<file path="config.mk">
export PLATFORM = sky130hd
export DESIGN_NAME = worst_fit_hole_allocator
export DESIGN_NICKNAME = d
export VERILOG_FILES = /design/src/hdl/wfha_pkg.sv /design/src/hdl/wfha_mem.sv /design/src/hdl/wfha_ctrl.sv /design/src/hdl/worst_fit_hole_allocator.sv
export SDC_FILE = /design/constraint.sdc
export NUM_CORES = 1
export LEC_CHECK = 0
export BUFFER_PORTS_ARGS = -buffer_cell sky130_fd_sc_hd__buf_2
export CAP_MARGIN = 20
export CORE_AREA = 3 3 378 380
export DETAILED_ROUTE_END_ITERATION = 10
export DIE_AREA = 0 0 381 383
export PLACE_DENSITY = 0.47
export SYNTH_ARGS = -nofsm -noshare
export SYNTH_HDL_FRONTEND = slang
export SYNTH_SLANG_ARGS = --single-unit
export TNS_END_PERCENT = 10
</file>
<file path="constraint.sdc">
create_clock -name clk -period 7.68 [get_ports clk]
set_clock_uncertainty 0.1 [all_clocks]
set_input_delay 1.536 -clock clk [delete_from_list [all_inputs] [get_ports clk]]
set_output_delay 1.536 -clock clk [all_outputs]
set_load 0.005 [all_outputs]
</file>
<file path="src/hdl/wfha_pkg.sv">
// wfha_pkg: shared types, codes and widths for the worst-fit hole allocator
// no dependencies; used by every file under hdl

package wfha_pkg;

    localparam int ADDR_W        = 24;
    localparam int SIZE_W        = 25;
    localparam int FREE_OUT_W    = 29;
    localparam int OP_W          = 2;
    localparam int STATUS_W      = 2;
    localparam int S_TDATA_W     = 56;
    localparam int M_TDATA_W     = 56;
    localparam int MAX_HOLES_DEF = 16;

    localparam logic [SIZE_W-1:0]     MEM_SIZE_RESET = 25'd16777216;
    localparam logic [FREE_OUT_W-1:0] FREE_OUT_MAX   = '1;

    localparam logic [OP_W-1:0] OP_CLEAR = 2'd0;
    localparam logic [OP_W-1:0] OP_ADD   = 2'd1;
    localparam logic [OP_W-1:0] OP_ALLOC = 2'd2;

    localparam logic [STATUS_W-1:0] ST_OK     = 2'd0;
    localparam logic [STATUS_W-1:0] ST_NOFIT  = 2'd1;
    localparam logic [STATUS_W-1:0] ST_EXCEED = 2'd2;
    localparam logic [STATUS_W-1:0] ST_FULL   = 2'd3;

    typedef struct packed {
        logic [ADDR_W-1:0] start;
        logic [SIZE_W-1:0] size;
    } hole_t;

    typedef struct packed {
        logic [STATUS_W-1:0]   status;
        logic [ADDR_W-1:0]     addr;
        logic [FREE_OUT_W-1:0] free_total;
    } res_t;

endpackage

</file>
<file path="src/hdl/wfha_mem.sv">
// wfha_mem: hole table, one write port and one registered read port
// depends on wfha_pkg for the entry type

module wfha_mem #(
    parameter int DEPTH = wfha_pkg::MAX_HOLES_DEF,
    parameter int IDX_W = 4
) (
    input  logic                 clk,
    input  logic                 wr_en,
    input  logic [IDX_W-1:0]     wr_addr,
    input  wfha_pkg::hole_t      wr_data,
    input  logic                 rd_en,
    input  logic [IDX_W-1:0]     rd_addr,
    output wfha_pkg::hole_t      rd_data
);

    wfha_pkg::hole_t mem [DEPTH];
    wfha_pkg::hole_t rd_data_reg;

    always_ff @(posedge clk)
    begin
        if (wr_en)
        begin
            mem[wr_addr] <= wr_data;
        end
        if (rd_en)
        begin
            rd_data_reg <= mem[rd_addr];
        end
    end

    assign rd_data = rd_data_reg;

endmodule

</file>
<file path="src/hdl/wfha_ctrl.sv">
// wfha_ctrl: sequencer for clear, add and worst-fit allocate over the hole table
// depends on wfha_pkg; drives the wfha_mem ports

module wfha_ctrl #(
    parameter int MAX_HOLES = wfha_pkg::MAX_HOLES_DEF,
    parameter int IDX_W     = 4,
    parameter int CNT_W     = 5,
    parameter int FREE_W    = 30
) (
    input  logic                           clk,
    input  logic                           rst_n,
    input  logic                           in_valid,
    output logic                           in_ready,
    input  logic [wfha_pkg::OP_W-1:0]      in_op,
    input  logic [wfha_pkg::ADDR_W-1:0]    in_start,
    input  logic [wfha_pkg::SIZE_W-1:0]    in_amount,
    input  logic [wfha_pkg::SIZE_W-1:0]    memory_size,
    output logic                           mem_wr_en,
    output logic [IDX_W-1:0]               mem_wr_addr,
    output wfha_pkg::hole_t                mem_wr_data,
    output logic                           mem_rd_en,
    output logic [IDX_W-1:0]               mem_rd_addr,
    input  wfha_pkg::hole_t                mem_rd_data,
    output logic                           res_valid,
    input  logic                           res_ready,
    output wfha_pkg::res_t                 res
);

    localparam logic [2:0] S_IDLE   = 3'd0;
    localparam logic [2:0] S_EXEC   = 3'd1;
    localparam logic [2:0] S_SCAN   = 3'd2;
    localparam logic [2:0] S_DRAIN  = 3'd3;
    localparam logic [2:0] S_DECIDE = 3'd4;
    localparam logic [2:0] S_RESULT = 3'd5;

    localparam logic [CNT_W-1:0] CNT_FULL = CNT_W'(MAX_HOLES);

    logic [2:0]                      state_reg, state_next;
    logic [wfha_pkg::OP_W-1:0]       op_reg, op_next;
    logic [wfha_pkg::ADDR_W-1:0]     start_reg, start_next;
    logic [wfha_pkg::SIZE_W-1:0]     amount_reg, amount_next;
    logic [CNT_W-1:0]                count_reg, count_next;
    logic [FREE_W-1:0]               free_reg, free_next;
    logic [CNT_W-1:0]                scan_reg, scan_next;
    logic                            cmp_valid_reg, cmp_valid_next;
    logic [IDX_W-1:0]                cmp_idx_reg, cmp_idx_next;
    logic                            best_any_reg, best_any_next;
    logic [IDX_W-1:0]                best_idx_reg, best_idx_next;
    wfha_pkg::hole_t                 best_reg, best_next;
    wfha_pkg::res_t                  res_reg, res_next;

    logic [wfha_pkg::SIZE_W:0]       hole_end;
    logic                            exceed;
    logic [FREE_W-1:0]               free_after;
    logic [wfha_pkg::FREE_OUT_W-1:0] free_sat;

    assign hole_end = {2'b00, start_reg} + {1'b0, amount_reg};
    assign exceed   = hole_end > {1'b0, memory_size};

    // saturated view of the running free total
    always_comb
    begin
        if (free_after > FREE_W'(wfha_pkg::FREE_OUT_MAX))
        begin
            free_sat = wfha_pkg::FREE_OUT_MAX;
        end
        else
        begin
            free_sat = free_after[wfha_pkg::FREE_OUT_W-1:0];
        end
    end

    always_comb
    begin
        state_next     = state_reg;
        op_next        = op_reg;
        start_next     = start_reg;
        amount_next    = amount_reg;
        count_next     = count_reg;
        free_next      = free_reg;
        scan_next      = scan_reg;
        cmp_valid_next = 1'b0;
        cmp_idx_next   = cmp_idx_reg;
        best_any_next  = best_any_reg;
        best_idx_next  = best_idx_reg;
        best_next      = best_reg;
        res_next       = res_reg;
        free_after     = free_reg;
        mem_wr_en      = 1'b0;
        mem_wr_addr    = count_reg[IDX_W-1:0];
        mem_wr_data    = '{start: start_reg, size: amount_reg};
        mem_rd_en      = 1'b0;
        mem_rd_addr    = scan_reg[IDX_W-1:0];

        // running maximum, strict compare keeps the lowest index on ties
        if (cmp_valid_reg)
        begin
            if (!best_any_reg || (mem_rd_data.size > best_reg.size))
            begin
                best_any_next = 1'b1;
                best_idx_next = cmp_idx_reg;
                best_next     = mem_rd_data;
            end
        end

        case (state_reg)
            S_IDLE:
            begin
                if (in_valid)
                begin
                    op_next     = in_op;
                    start_next  = in_start;
                    amount_next = in_amount;
                    state_next  = S_EXEC;
                end
            end
            S_EXEC:
            begin
                res_next.status = wfha_pkg::ST_OK;
                res_next.addr   = '0;
                state_next      = S_RESULT;
                case (op_reg)
                    wfha_pkg::OP_CLEAR:
                    begin
                        count_next = '0;
                        free_next  = '0;
                        free_after = '0;
                    end
                    wfha_pkg::OP_ADD:
                    begin
                        if (exceed)
                        begin
                            res_next.status = wfha_pkg::ST_EXCEED;
                        end
                        else if (count_reg == CNT_FULL)
                        begin
                            res_next.status = wfha_pkg::ST_FULL;
                        end
                        else
                        begin
                            mem_wr_en  = 1'b1;
                            count_next = count_reg + 1'b1;
                            free_after = free_reg + FREE_W'(amount_reg);
                            free_next  = free_after;
                        end
                    end
                    wfha_pkg::OP_ALLOC:
                    begin
                        if (count_reg == '0)
                        begin
                            res_next.status = wfha_pkg::ST_NOFIT;
                        end
                        else
                        begin
                            scan_next     = '0;
                            best_any_next = 1'b0;
                            state_next    = S_SCAN;
                        end
                    end
                    default:
                    begin
                    end
                endcase
                res_next.free_total = free_sat;
            end
            S_SCAN:
            begin
                mem_rd_en      = 1'b1;
                cmp_valid_next = 1'b1;
                cmp_idx_next   = scan_reg[IDX_W-1:0];
                scan_next      = scan_reg + 1'b1;
                if (scan_next == count_reg)
                begin
                    state_next = S_DRAIN;
                end
            end
            S_DRAIN:
            begin
                state_next = S_DECIDE;
            end
            S_DECIDE:
            begin
                res_next.addr   = '0;
                res_next.status = wfha_pkg::ST_OK;
                if (best_reg.size < amount_reg)
                begin
                    res_next.status = wfha_pkg::ST_NOFIT;
                end
                else
                begin
                    res_next.addr     = best_reg.start;
                    mem_wr_en         = 1'b1;
                    mem_wr_addr       = best_idx_reg;
                    mem_wr_data.start = best_reg.start + amount_reg[wfha_pkg::ADDR_W-1:0];
                    mem_wr_data.size  = best_reg.size - amount_reg;
                    free_after        = free_reg - FREE_W'(amount_reg);
                    free_next         = free_after;
                end
                res_next.free_total = free_sat;
                state_next          = S_RESULT;
            end
            S_RESULT:
            begin
                if (res_ready)
                begin
                    state_next = S_IDLE;
                end
            end
            default:
            begin
                state_next = S_IDLE;
            end
        endcase
    end

    always_ff @(posedge clk or negedge rst_n)
    begin
        if (!rst_n)
        begin
            state_reg     <= S_IDLE;
            count_reg     <= '0;
            free_reg      <= '0;
            cmp_valid_reg <= 1'b0;
        end
        else
        begin
            state_reg     <= state_next;
            count_reg     <= count_next;
            free_reg      <= free_next;
            cmp_valid_reg <= cmp_valid_next;
        end
    end

    always_ff @(posedge clk)
    begin
        op_reg       <= op_next;
        start_reg    <= start_next;
        amount_reg   <= amount_next;
        scan_reg     <= scan_next;
        cmp_idx_reg  <= cmp_idx_next;
        best_any_reg <= best_any_next;
        best_idx_reg <= best_idx_next;
        best_reg     <= best_next;
        res_reg      <= res_next;
    end

    assign in_ready  = (state_reg == S_IDLE);
    assign res_valid = (state_reg == S_RESULT);
    assign res       = res_reg;

endmodule

</file>
<file path="src/hdl/worst_fit_hole_allocator.sv">
// worst_fit_hole_allocator: top level with config register and output register
// depends on wfha_pkg, wfha_mem and wfha_ctrl
//
// channel  dir  handshake                 payload
// s        in   s_tvalid / s_tready       tuser: operation; tdata: hole_start, amount
// m        out  m_tvalid / m_tready       tuser: status; tdata: alloc_address, free_total
// cfg      in   cfg_valid / cfg_ready     cfg_data: memory_size
//
// clear, add, the unused code and allocate on an empty table go from idle through exec
// to result, then back to idle once the output register takes the result
// allocate on a nonempty table goes on from exec through scan, drain and decide:
// the table's single read port is swept one hole per cycle, then the chosen hole
// is written back
// reset clears the hole count, free total and handshake state; table contents stay
// a waiting result sits in the output register and holds only the sequencer

module worst_fit_hole_allocator #(
    parameter int MAX_HOLES = wfha_pkg::MAX_HOLES_DEF
) (
    input  logic                              clk,
    input  logic                              rst_n,
    input  logic                              s_tvalid,
    output logic                              s_tready,
    input  logic [wfha_pkg::S_TDATA_W-1:0]    s_tdata,   // hole_start, amount, zero pad
    input  logic [wfha_pkg::OP_W-1:0]         s_tuser,   // operation
    output logic                              m_tvalid,
    input  logic                              m_tready,
    output logic [wfha_pkg::M_TDATA_W-1:0]    m_tdata,   // alloc_address, free_total, zero pad
    output logic [wfha_pkg::STATUS_W-1:0]     m_tuser,   // status
    input  logic                              cfg_valid,
    output logic                              cfg_ready,
    input  logic [wfha_pkg::SIZE_W-1:0]       cfg_data   // memory_size
);

    localparam int IDX_W  = (MAX_HOLES > 1) ? $clog2(MAX_HOLES) : 1;
    localparam int CNT_W  = $clog2(MAX_HOLES + 1);
    localparam int FSUM_W = wfha_pkg::SIZE_W + CNT_W;
    localparam int FREE_W = (FSUM_W > wfha_pkg::FREE_OUT_W + 1) ? FSUM_W
                                                                : wfha_pkg::FREE_OUT_W + 1;
    localparam int M_PAD_W = wfha_pkg::M_TDATA_W - wfha_pkg::ADDR_W - wfha_pkg::FREE_OUT_W;

    logic [wfha_pkg::SIZE_W-1:0] mem_size_reg;
    logic                        m_valid_reg, m_valid_next;
    wfha_pkg::res_t              m_res_reg;

    logic                        in_ready;
    logic                        mem_wr_en;
    logic [IDX_W-1:0]            mem_wr_addr;
    wfha_pkg::hole_t             mem_wr_data;
    logic                        mem_rd_en;
    logic [IDX_W-1:0]            mem_rd_addr;
    wfha_pkg::hole_t             mem_rd_data;
    logic                        res_valid;
    logic                        res_ready;
    wfha_pkg::res_t              res;

    assign cfg_ready = 1'b1;
    assign s_tready  = in_ready;
    assign res_ready = !m_valid_reg || m_tready;

    always_comb
    begin
        m_valid_next = m_valid_reg;
        if (res_valid && res_ready)
        begin
            m_valid_next = 1'b1;
        end
        else if (m_tready)
        begin
            m_valid_next = 1'b0;
        end
    end

    always_ff @(posedge clk or negedge rst_n)
    begin
        if (!rst_n)
        begin
            mem_size_reg <= wfha_pkg::MEM_SIZE_RESET;
            m_valid_reg  <= 1'b0;
        end
        else
        begin
            if (cfg_valid && cfg_ready)
            begin
                mem_size_reg <= cfg_data;
            end
            m_valid_reg <= m_valid_next;
        end
    end

    always_ff @(posedge clk)
    begin
        if (res_valid && res_ready)
        begin
            m_res_reg <= res;
        end
    end

    assign m_tvalid = m_valid_reg;
    assign m_tuser  = m_res_reg.status;
    assign m_tdata  = {{M_PAD_W{1'b0}}, m_res_reg.free_total, m_res_reg.addr};

    wfha_mem #(
        .DEPTH (MAX_HOLES),
        .IDX_W (IDX_W)
    ) u_mem (
        .clk     (clk),
        .wr_en   (mem_wr_en),
        .wr_addr (mem_wr_addr),
        .wr_data (mem_wr_data),
        .rd_en   (mem_rd_en),
        .rd_addr (mem_rd_addr),
        .rd_data (mem_rd_data)
    );

    wfha_ctrl #(
        .MAX_HOLES (MAX_HOLES),
        .IDX_W     (IDX_W),
        .CNT_W     (CNT_W),
        .FREE_W    (FREE_W)
    ) u_ctrl (
        .clk         (clk),
        .rst_n       (rst_n),
        .in_valid    (s_tvalid),
        .in_ready    (in_ready),
        .in_op       (s_tuser),
        .in_start    (s_tdata[wfha_pkg::ADDR_W-1:0]),
        .in_amount   (s_tdata[wfha_pkg::ADDR_W+wfha_pkg::SIZE_W-1:wfha_pkg::ADDR_W]),
        .memory_size (mem_size_reg),
        .mem_wr_en   (mem_wr_en),
        .mem_wr_addr (mem_wr_addr),
        .mem_wr_data (mem_wr_data),
        .mem_rd_en   (mem_rd_en),
        .mem_rd_addr (mem_rd_addr),
        .mem_rd_data (mem_rd_data),
        .res_valid   (res_valid),
        .res_ready   (res_ready),
        .res         (res)
    );

endmodule

</file>
# Word level (Yosys, flattened, before mapping)
# Memory sizes are Yosys's and may differ from the RTL's. A register that Yosys moved wholly into a read port is not among the register bits.
# Index checks and enable logic that the tools add are counted.
# op_classes
muxes	44
n_reduce_logical	17
n_addsub	7
n_eq_ne	16
order_cmp	4
# ops
op	n
one-hot mux 30 bit (2 select lines)	2
one-hot mux 55 bit (2 select lines)	1
two-way mux 49 bit	2
two-way mux 30 bit	3
adder 30 x 25 -> 30 bit	1
greater-than comparator 30 x 29 -> 1 bit (second input constant)	1
subtractor 30 x 25 -> 30 bit	1
two-way mux 29 bit	1
adder 24 x 25 -> 26 bit	1
greater-than comparator 26 x 25 -> 1 bit	1
greater-than comparator 25 bit	1
< comparator 25 bit	1
subtractor 25 bit	1
adder 24 bit	1
two-way mux 24 bit	1
two-way mux 5 bit	4
one-hot mux 5 bit (2 select lines)	2
one-hot mux 3 bit (6 select lines)	1
two-way mux 1 bit	16
two-way mux 3 bit	5
adder 5 x 1 -> 5 bit (second input constant)	2
two-way mux 4 bit	2
!= test 2 bit (second input constant)	4
nonzero test 2 bit	4
other kinds (20)	29
# word_totals
mem_count	1
output_inout_bits	61
register_bits	289
ramBits	784
inputBits	88
# mem_list
memory	words	width	read_ports	rd_ports_with_merged_regs	write_ports	line	text
u_mem.mem	16	49	1	1	1	wfha_mem.sv:17	wfha_pkg::hole_t mem [DEPTH];

# Depth between registers and ports, before layout
# Gate-level depths: netlist (run 1).
# depth
depth_word	8
ltp_mapped	25
mapped_depth_nobuf	24

# By module
# A second synthesis (run 1) with hierarchy kept.
# unflattened
hier_cells	2981
area_unflattened_um2	49078.3
# by_module_without_submodules
mod	cells_each	seq_area_each_um2	n_inst	area_each_um2
wfha_mem	1268	25014.0	1	30827.1
wfha_ctrl	1595	6040.8	1	15483.6
worst_fit_hole_allocator	118	2303.5	1	2767.7

# Worst setup path after synthesis (run 1)
# OpenSTA, ideal clock, no wires.
# synth_path
kind	register to register
startpoint	reg u_ctrl.amount_reg[0] (netlist name)
endpoint	mem u_mem.mem[6][0] (netlist name) (enable)
path_slack_ns	0.461
synth_period_minus_slack_ns	7.219
n_path_buf	1
required_time_ns	7.124
path_stages_with_launch	24
t_arrival_ns	6.663
cell_sequence	edfxtp_1 > ha_1 > fa_1 > a21o_1 > a21oi_1 > o21ai_0 > a21oi_1 > o211ai_1 > a31oi_1 > nor2b_1 > o21ai_0 > nor2b_1 > xnor2_1 > ha_1 > a21o_1 > a21oi_1 > nor4bb_1 > a31o_2 > o211a_1 > nand2_1 > buf_1 > nor2_1 > a22oi_1 > nor2_1
# synth_between
elab_chain_len	7
# synth_rtl
item	line	text
start: declaration	wfha_ctrl.sv:41	logic [wfha_pkg::SIZE_W-1:0] amount_reg, amount_next;
start signal: assignment	wfha_ctrl.sv:238	amount_reg <= amount_next;
adder 24 x 25 -> 26 bit	wfha_ctrl.sv:57	assign hole_end = {2'b00, start_reg} + {1'b0, amount_reg};
greater-than comparator 26 x 25 -> 1 bit	wfha_ctrl.sv:58	assign exceed = hole_end > {1'b0, memory_size};
two-way mux 1 bit	wfha_ctrl.sv:131	if (exceed)
two-way mux 1 bit	wfha_ctrl.sv:122	case (op_reg)
one-hot mux 1 bit (2 select lines)	wfha_ctrl.sv:106	case (state_reg)
two-way mux 1 bit	wfha_mem.sv:22	if (wr_en)
two-way mux 1 bit (implied by the code)	wfha_mem.sv:24	mem[wr_addr] <= wr_data;
end: declaration	wfha_mem.sv:17	
# Several ways; a longest one is shown, not always the timed one.

# Worst setup path in the final report (run 1)
# layout_path
startpoint	reg u_ctrl.amount_reg[0] (netlist name)
endpoint	reg u_ctrl.res_reg, in the netlist u_ctrl.res[10] (data pin)
# layout_between
elab_chain_len	8
# layout_rtl
item	line	text
adder 24 x 25 -> 26 bit or adder 30 x 25 -> 30 bit (tied branches)	wfha_ctrl.sv:57, wfha_ctrl.sv:143	
greater-than comparator 26 x 25 -> 1 bit or two-way mux 30 bit (tied branches)	-	
two-way mux 30 bit	wfha_ctrl.sv:131	
one-hot mux 30 bit (2 select lines)	-	
one-hot mux 30 bit (2 select lines) (*)	wfha_ctrl.sv:106	
via u_ctrl.free_after[10]	wfha_ctrl.sv:54	logic [FREE_W-1:0] free_after;
greater-than comparator 30 x 29 -> 1 bit	wfha_ctrl.sv:63	if (free_after > FREE_W'(wfha_pkg::FREE_OUT_MAX))
two-way mux 29 bit (*)	wfha_ctrl.sv:63	
one-hot mux 55 bit (2 select lines) (*)	wfha_ctrl.sv:106	
end signal: assignment	wfha_ctrl.sv:244	res_reg <= res_next;
end: declaration	wfha_ctrl.sv:50	wfha_pkg::res_t res_reg, res_next;
# The timed path passes the listed nets; every way through them passes the cells marked *. The select of a mux whose other input is x is not followed.
# A chain may end at the register's enable or synchronous reset.

==> results of run 1 <==
cell families (layout without fill, tap and decap cells):
group / after synthesis / in the layout
AO/OA/AOI/OAI: 485 / 485
XOR/XNOR: 101 / 101
adder cells (fa/ha/maj): 183 / 183
buffers and inverters: 253 / 618
flip-flops: 1122 / 1122
multiplexers: 253 / 253
other: 2 / 4
AND/OR/NAND/NOR: 526 / 526
metrics by stage:
stage	util [%]	setup slack (ns)	area (um2)
5_1_grt	40.6	0.631	56700
3_3_place_gp	37.7	1.02	52600
4_1_cts	40.5	1.01	56500
3_5_place_dp	37.8	1.06	52700
2_1_floorplan	-	0.461	48900
6_report	40.6	1.05	56700
worst reg2reg max path, stage by stage, from the launching register on:
cell,delay [ns]
edfxtp_1,0.40
ha_1,0.26
fa_1,0.41
a21o_1,0.19
a21oi_1,0.30
o21ai_0,0.23
a21oi_1,0.39
o211ai_1,0.19
a31oi_1,0.33
nor2b_1,0.08
o21ai_0,0.21
nor2b_1,0.19
xnor2_1,0.08
ha_1,0.18
a21o_1,0.17
a21oi_1,0.18
nor4bb_1,0.32
a31o_2,0.25
o211a_1,0.19
buf_4,0.24
o21ai_1,0.28
or3_4,0.54
a221o_1,0.41
or2_1,0.21
power groups by stage:
stage	sequential, mW	clock (mW)	combinational (mW)
detailed placement	8.06	0	3.89
global route	7.97	6.08	4.30
global placement	8.05	0	3.82
CTS	7.94	5.83	3.91
floorplan	7.97	0	2.52
finish	7.92	5.66	3.92
synth_stat cells, types with 7 or more instances:
master    number  area (um2)
edfxtp_1    1056       31700
mux4_2       245        5520
ha_1         178        2230
nand2_1      142         533
nor2_1       141         529
o21ai_0      138         691
inv_1        136         510
a21oi_1      110         551
clkbuf_1      84         315
xnor2_1       69         604
dfrtp_1       64        1600
nor3_1        42         210
a21o_1        39         293
nand3_1       35         175
xor2_1        32         280
and2_1        29         181
nand2b_1      22         138
nor2b_1       21         131
nand4_1       19         119
or3_1         19         119
a211oi_1      18         135
a31oi_1       18         113
buf_1         18        67.6
o21a_1        17         128
o31ai_1       17         128
o211ai_1      16         120
o21bai_1      15         113
and3_1        11        68.8
a221oi_1      10        87.6
or2_1          9        56.3
buf_2          8        40.0
nor3b_1        8        60.1
nor4_1         8        50.1
a211o_1        7        61.3
a221o_1        7        70.1
a22oi_1        7        52.6
routing by layer:
layer  up-vias  wire length [um]  GRT usage, %
met4         0              4290          6.25
met1     14221             59000          24.7
met2       713             63100          29.3
li1      12089                 -             -
met3       177              5700          2.41
met5         -                 0             0
cell type report:
| class | count | share of cell area (%) |
|---|---|---|
| well taps | 1876 | 4.14 |
| flip-flops and latches | 1122 | 58.8 |
| clock inverters | 75 | 1.44 |
| inverters | 137 | 0.907 |
| clock buffers | 143 | 5.39 |
| repair buffers | 263 | 3.43 |
| multi-input cells | 1552 | 25.9 |
path summary, 6_finish.rpt:
check                                      end  cells after the start  slack [ns]
min in group asynchronous  u_ctrl.free_reg[17]                      1        0.53
max                             u_ctrl.res[10]                     23        1.05
min reg2reg                        m_tdata[22]                      0        0.32
min                                m_tdata[22]                      0        0.32
max reg2reg                     u_ctrl.res[10]                     23        1.05
max in group asynchronous   u_ctrl.free_reg[7]                      2        5.88
==> metrics list, run 1 <==
- The run finished with clean final reports.
- Clock transition at the registers of the reported paths: 0.06 ns
- Summing the areas of all and, or, nand and nor instances in the mapped netlist gives 5.19% of the synthesized area.
* Pre-Repair DR Iteration Count: 6
- Die footprint: 0.146 mm2
- Top library cells by usage in the layout, fill and taps aside: 1056 x edfxtp_1, 245 x mux4_2, 178 x ha_1
- Worst EP required: 8.04 ns
- The area growth from synthesis to layout is 16.1%.
* Number of nets in the layout: 3464
- Category of cells accounting for the largest share of critical-path delay: compound AO/OA/AOI/OAI gates
* CTS Root Buffer Type: clkbuf_16
* Post-CTS Setup Bufs: 0
- In the final layout, flip-flops and latches occupy 0.0334 mm2.
* Share of total power in sequential cells: 45.2%
- Top_reg_cell synth: edfxtp_1
- # diodes: 0
- Worst path buffer plus inverter count: 1
- The register with the most flip-flops in the layout has 784 of them.
* Pin slew with the least headroom to its limit: 1.16 ns
- The floorplan has 137 rows.
* Total congestion overflow after global routing: 0
- In this run the remaining antenna-violating nets after routing total 0.
- The clock reaches the later pin of the worst-skew pair after 0.76 ns.
* Number of global-route vias before repair: 27840
- Crit-path cells: ha_1 -> fa_1 -> a21o_1 -> a21oi_1 -> o21ai_0 -> a21oi_1 -> o211ai_1 -> a31oi_1 -> nor2b_1 -> o21ai_0 -> nor2b_1 -> xnor2_1 -> ha_1 -> a21o_1 -> a21oi_1 -> nor4bb_1 -> a31o_2 -> o211a_1 -> buf_4 -> o21ai_1 -> or3_4 -> a221o_1 -> or2_1
- Final-report max-slew violation count: 0
- The first global-routing pass estimated 192000 um of wire.
- Peak ir drop on the vdd network: 0.223 mV
- The count of buffers added on input and output ports is 137.
- Total CTS buffers: 117
- After synthesis the netlist holds a flip-flop and latch count of 1122.
* Total Routed Length: 132000 um
- The clock net in this run drives a total of 1122 sinks.
- Yosys warnings: 0
* Number of DRC violations after detailed routing: 0
- Count of pins on the block boundary: 149
- After clock tree synthesis, the repair step resized 0 gates.
* Fmax achieved: 0.151 GHz
- Power Total: 17.5 mW
- All-Layer GR Usage: 17.9%
* Horiz. Die Dim: 381 um
- STA classifies the critical path startpoint as a flip-flop.
* Critical path origin: u_ctrl.amount_reg[0]
- The number of failing hold endpoints at the final stage came to 0.
- Once the floorplan was initialized, standard cells occupied 35.0% of the core.
- By area, the combinational part of the netlist is dominated by multiplexers.
* Clk network pwr share: 32.4%
- Entering global routing, the biggest net connects 148 pins.
* Number of setup violations in the final report: 0
- Hold Crit Start: u_ctrl.res[51]
* Final estimated routing congestion in global placement: 0.867
- Crit share post-route: 86.3%
- Proportion of register bits with asynchronous set or reset after synthesis: 5.79%
- Category of the worst setup path capture point: flip-flop
- Post-synthesis instance area: 0.0489 mm2
* Top cell by count, worst path: a21oi_1
- Distinct cell type count of the synthesized netlist: 87
- The routed design could run at a clock period as short as 6.63 ns.
- Summing the areas of all fa, ha and maj instances in the mapped netlist gives 4.76% of the synthesized area.
- In the routed layout, each cell is associated on average with a via count of 5.26.
* Multiplexer fraction of the synthesized cell area: 11.5%
- Routed length per placed instance: 25.5 um
* XOR/XNOR share of the synthesized area: 1.81%
- Net switching is 29.6% of the power.
- Synthesized-area fraction occupied by ao, oa, aoi and oai cells: 6.45%
- Among all stages on the critical path, the largest delay is contributed by or3_4.
- The final route contains 27200 vias.
- H-Tree Depth: 3
- The worst setup path is of the reg2reg kind.
- The min-delay analysis places its worst path in the category reg2reg.
- For this design, the CTS-stage hold fixing added 0 buffers.
- The layout has 12631 filler cells.
- The analysis attributes to cell leakage a power of 19.6 nW.
- Leaving out fill and tap cells, the most frequent cell in the layout is edfxtp_1.
- Combinational cell fraction of total power: 22.4%
- Die Y-Extent: 383 um
* Initial antenna violation count: 2
- The internal portion of the total power is 12.3 mW.
- Summing all multi-input logic gate instances after layout gives 0.0147 mm2.
- Final non-filler cell total: 5168
- Reported max-cap violation count: 0
* Number of enable-type register cells in the synthesized netlist: 1056
- The worst register-to-register path begins at u_ctrl.amount_reg[0].
* Worst max-slew margin expressed relative to the limit: 22.4%
* Half-perimeter wire length after placement: 83500 um
- In this run the power density over the cells is 309 mW/mm2.
- Area of the core: 0.140 mm2
* Critical Path Max Stage Delay: 0.54 ns
- Summed over all failing endpoints, the final setup total negative slack is 0 ns.
- Sw Pwr: 5.18 mW
- Crit path DAT: 6.99 ns
- The post-route netlist has 22.3% of its cells at a drive strength greater than 1.
- After the first detailed-routing iteration, the DRC count stood at 2295.
- After synthesis, the mean cell area works out to 16.7 um2.
- Hold slack final: 0.318 ns
- TritonCTS built the clock tree.
- Crit Path Max Fanout: 14
- In the synthesized netlist, the number of instances is 2925.
- Setup repair after global routing missed its margin: false
- For this run, the register share of the synthesized area comes to 68.3%.
* CTS max path bufs: 3
* Number of placed cells counting well taps: 4932
(Power assumes the default switching activity.)
==> inputs of run 2 (changes only) <==
--- a/config.mk
+++ b/config.mk
@@ -7,11 +7,13 @@
 export LEC_CHECK = 0
 export BUFFER_PORTS_ARGS = -buffer_cell sky130_fd_sc_hd__buf_2
 export CAP_MARGIN = 20
-export CORE_AREA = 3 3 378 380
+export CORE_AREA = 3 3 379 381
 export DETAILED_ROUTE_END_ITERATION = 10
-export DIE_AREA = 0 0 381 383
-export PLACE_DENSITY = 0.47
+export DIE_AREA = 0 0 382 384
+export GPL_TIMING_DRIVEN = 0
+export PLACE_DENSITY = 0.46
 export SYNTH_ARGS = -nofsm -noshare
 export SYNTH_HDL_FRONTEND = slang
+export SYNTH_HIERARCHICAL = 1
 export SYNTH_SLANG_ARGS = --single-unit
 export TNS_END_PERCENT = 10
==> constraint.sdc (replaced) <==
create_clock -name clk -period 8.5 [get_ports clk]
set_clock_uncertainty 0.1 [all_clocks]
set_input_delay 1.7 -clock clk [delete_from_list [all_inputs] [get_ports clk]]
set_output_delay 1.7 -clock clk [all_outputs]
set_load 0.005 [all_outputs]
==> run 2 against run 1 <==
  * Sequential cell count unchanged
  * Hold slack worse by 0.031 ns
  * Die area rose by 0.52%
  * Sequential share of layout area down 1.5 points
  * Synthesized area grew 0.45%
  * First-iteration DRC count grew 16%
  * Sequential power is 6.6% lower
  * Critical path depth up 4
  * Critical path type unchanged
==> metrics list, run 2 <==
* Number of global-route vias before repair: 30005 (was 27840)
* Hold Vio Cnt, Final: 0 (unchanged)
- Half-perimeter wire length after placement: 116000 um (was 83500 um)
* Number of enable-type register cells in the synthesized netlist: 1056 (unchanged)
* Worst EP required: 8.83 ns (was 8.04 ns)
- The type of destination of the critical path is a flip-flop (unchanged).
* Setup repair after global routing missed its margin: false (unchanged)
* Number of nets with antenna violations after detailed routing: 0 (unchanged)
- The detailed route wirelength on metal2 is 75500 um (was 63100 um).
- The average detailed-routed wire length per instance was 30.0 um (was 25.5 um).
- The number of antenna violations at the first check in global routing came to 12 (was 2).
* Crit path DAT: 8.36 ns (was 6.99 ns)
* Hold slack final: 0.287 ns (was 0.318 ns)
- Distinct cell type count of the synthesized netlist: 96 (was 87)
- The number of max-cap violations was 0 (unchanged).
- The overall routed net length was 161000 um (was 132000 um).
* Top cells by instance count after synthesis: 1056 x edfxtp_1, 196 x mux4_2, 178 x ha_1, 178 x nand2_1, 120 x inv_1 (was 1056 x edfxtp_1, 245 x mux4_2, 178 x ha_1, 142 x nand2_1, 141 x nor2_1)
- CTS max path bufs: 3 (unchanged)
* Most area-hungry cell type in the Yosys netlist: edfxtp_1 (unchanged)
- Share of cells above drive strength 1: 23.2% (was 22.3%)
* Number of DRC violations after detailed routing: 0 (unchanged)
- The maximum number of pins on one net before global-route repair is 45 (was 148).
- The wire length of the first global-routing pass came to 227000 um (was 192000 um).
- The number of buffers added on ports was 136 (was 137).
- The placer congestion estimate came to 0.906 (was 0.867).
- The total negative slack for setup checks came to 0 ns (unchanged).
- Peak ir drop on the vdd network: 0.277 mV (was 0.223 mV)
- Via count: 29314 (was 27200)
- Worst max-slew margin expressed relative to the limit: 19.4% (was 22.4%)
- The leakage power of the design came to 20.7 nW (was 19.6 nW).
- Main area contributors after synthesis: edfxtp_1 65%, mux4_2 9.0%, ha_1 4.5%, dfrtp_1 3.3%, a22oi_1 1.6% (was edfxtp_1 65%, mux4_2 11%, ha_1 4.6%, dfrtp_1 3.3%, o21ai_0 1.4%)
* Top_reg_cell synth: edfxtp_1 (unchanged)
- Fmax achieved: 0.125 GHz (was 0.151 GHz)
* Total congestion overflow after global routing: 0 (unchanged)
* Proportion of register bits with asynchronous set or reset after synthesis: 5.79% (unchanged)
- The standard-cell row count came to 138 (was 137).
- The via density per instance was 5.46 (was 5.26).
* Gate Count Post-Synth: 2981 (was 2925)
- The number of primary I/O pins is 149 (unchanged).
* Synthesis-stage register bit count: 1122 (unchanged)
* Synthesized area divided by synthesized cell count: 16.5 um2 (was 16.7 um2)
* Number of placed cells counting well taps: 5120 (was 4932)
- The post-CTS clock slew at the launch and capture registers of the worst setup and hold paths was 0.06 ns (about the same).
- The highest layer used for signal routing is met5 (was met4).
- The netlist area before placement came to 0.0491 mm2 (was 0.0489 mm2).
- Crit share post-route: 94.5% (was 86.3%)
- The number of clock buffers inserted by TritonCTS was 120 (was 117).
- Clock period minus worst slack: 8.03 ns (was 6.63 ns)
- Initial drt markers: 2652 (was 2295)
- Horiz. Die Dim: 382 um (was 381 um)
- Top library cells by usage in the layout, fill and taps aside: 1056 x edfxtp_1, 196 x mux4_2, 178 x ha_1 (was 1056 x edfxtp_1, 245 x mux4_2, 178 x ha_1)
* Yosys top cell area share: 64.6% (was 64.9%)
* Final-report max-slew violation count: 0 (unchanged)
- Number of sinks on the clock net: 1122 (unchanged)
- The number of standard cells in the layout, taps in and fillers out is 5373 (was 5168).
* Pre-Repair DR Iteration Count: 6 (unchanged)
- The total of warnings raised by yosys came to 6 (was 0).
* Routed length on met3: 9910 um (was 5700 um)
- Clock tree from TritonCTS: built (unchanged)
- The part of the Yosys area used for sequential elements is 68.0% (was 68.3%).
- The starting utilization of the core area is 34.8% (was 35.0%).
- Worst Slack Setup Final: 0.468 ns (was 1.05 ns)
- The y dimension of the die was 384 um (was 383 um).
- Result of the run: finished clean (unchanged)
- Critical path class: reg2reg (unchanged)
- The clock root buffer master is clkbuf_16 (unchanged).
* H-Tree Depth: 3 (unchanged)
- Crit Path Max Fanout: 16 (was 14)
- Most common library cell in the layout ignoring fill and taps: edfxtp_1 (unchanged)
- The transition at the pin with the smallest max-transition slack came to 1.21 ns (was 1.16 ns).
- The final count of negative-setup-slack endpoints is 0 (unchanged).
- The fraction of the core area covered by cells at the end of the flow is 41.3% (was 40.6%).
- Clock insertion delay at the later pin of the skew report: 0.78 ns (was 0.76 ns)
- The dominant cell by count in the synthesized netlist is edfxtp_1 (unchanged).
- The global router's overall resource usage was 21.9% (was 17.9%).
- Number of nets in the layout: 3649 (was 3464)
* Layout overhead on the synthesized area: 18.7% (was 16.1%)
* Placed cell areas: 0.0539 mm2 (was 0.0527 mm2)
* Area of the core: 0.141 mm2 (was 0.140 mm2)
* Filler cell count in the final layout: 12798 (was 12631)
- The sort of element at the start of the critical path was a flip-flop (unchanged).
- Die footprint: 0.147 mm2 (was 0.146 mm2)
* Pwr dens: 298 mW/mm2 (was 309 mW/mm2)
* Post-Layout Inst Area: 0.0582 mm2 (was 0.0567 mm2)
- The routed metal-1 wire length is 70800 um (was 59000 um).
* Power Total: 17.4 mW (was 17.5 mW)
- CTS hold repair buffers: 0 (unchanged)
* Post-placement worst setup slack: -1.73 ns (was 1.06 ns)
- The class of the tightest hold or removal check is reg2reg (unchanged).
* Max reg flops: 784 (unchanged)
[run 2: layout make-up]
cell class | count | area, um2 | share of cell area (%)
clock inverter | 75 | 835 | 1.43
timing repair buffer | 273 | 2570 | 4.41
sequential | 1122 | 33400 | 57.3
inverter | 122 | 460 | 0.791
tap | 1890 | 2360 | 4.06
multi-input combinational | 1611 | 14700 | 25.3
buffer | 128 | 708 | 1.22
antenna | 1 | 2.50 | 0.00430
clock buffer | 151 | 3200 | 5.50
[run 2: final timing paths]
check                                startpoint                   to  slack, ns  depth (start not counted)
max                        u_ctrl/amount_reg[0]    u_mem/mem[15][35]       0.47                         27
min                           u_mem/rd_data[32]  u_ctrl/best_reg[32]       0.29                          0
max reg2reg                u_ctrl/amount_reg[0]    u_mem/mem[15][35]       0.47                         27
min reg2reg                   u_mem/rd_data[32]  u_ctrl/best_reg[32]       0.29                          0
max in group asynchronous                 rst_n     mem_size_reg[24]       6.81                          2
min in group asynchronous                 rst_n  u_ctrl/free_reg[21]       0.80                          1
[run 2: per-layer routing]
| layer | vias up | track usage (%) |
|---|---|---|
| met5 | - | 0 |
| met3 | 224 | 3.59 |
| met2 | 1111 | 35.1 |
| met1 | 15390 | 30.7 |
| li1 | 12587 | - |
| met4 | 2 | 6.71 |
[run 2: what timing repair did]
item | 4_1_cts | 5_1_grt
endpoints found under the setup margin | 788 | 477
gates resized for setup | 4 | 7
pin swaps | 3 | 2
endpoints found under the hold margin | 0 | 0
buffers inserted | 8 | 11
[run 2: worst max-delay path, cell delays in order (launching register included)]
cell	delay, ns
edfxtp_1	0.51
ha_1	0.29
fa_1	0.41
a21o_1	0.19
a21oi_1	0.23
nor2b_1	0.08
o21a_1	0.19
o22a_1	0.28
a211oi_1	0.37
nor3_1	0.16
or3_1	0.40
a21oi_1	0.19
xnor2_1	0.17
ha_1	0.28
nand2_1	0.06
o21ai_0	0.16
a211oi_1	0.28
o211ai_1	0.18
o211ai_1	0.21
buf_4	0.22
and2_1	0.13
buf_2	0.23
nand3_4	0.22
buf_4	0.31
nand2_1	0.22
nand3_1	0.39
nor2_4	0.87
buf_12	0.29
[run 2: kinds of logic (layout without fill, tap and decap cells)]
logic type               Yosys count  after routing  synth area share [%]
flip-flops                      1122           1122                  68.0
AO/OA/AOI/OAI                    575            575                  8.05
AND/OR/NAND/NOR                  530            530                  5.35
buffers and inverters            250            749                  2.37
multiplexers                     230            230                  9.92
adder cells (fa/ha/maj)          183            183                  4.74
XOR/XNOR                          89             89                  1.59
other                              2              5                0.0153
[run 2: power by group]
group | total [mW] | internal (mW) | switching, mW
clock network | 5.33 | 3.08 | 2.25
registers | 7.40 | 7.07 | 0.330
logic | 4.63 | 1.60 | 3.02
total | 17.4 | 11.7 | 5.61
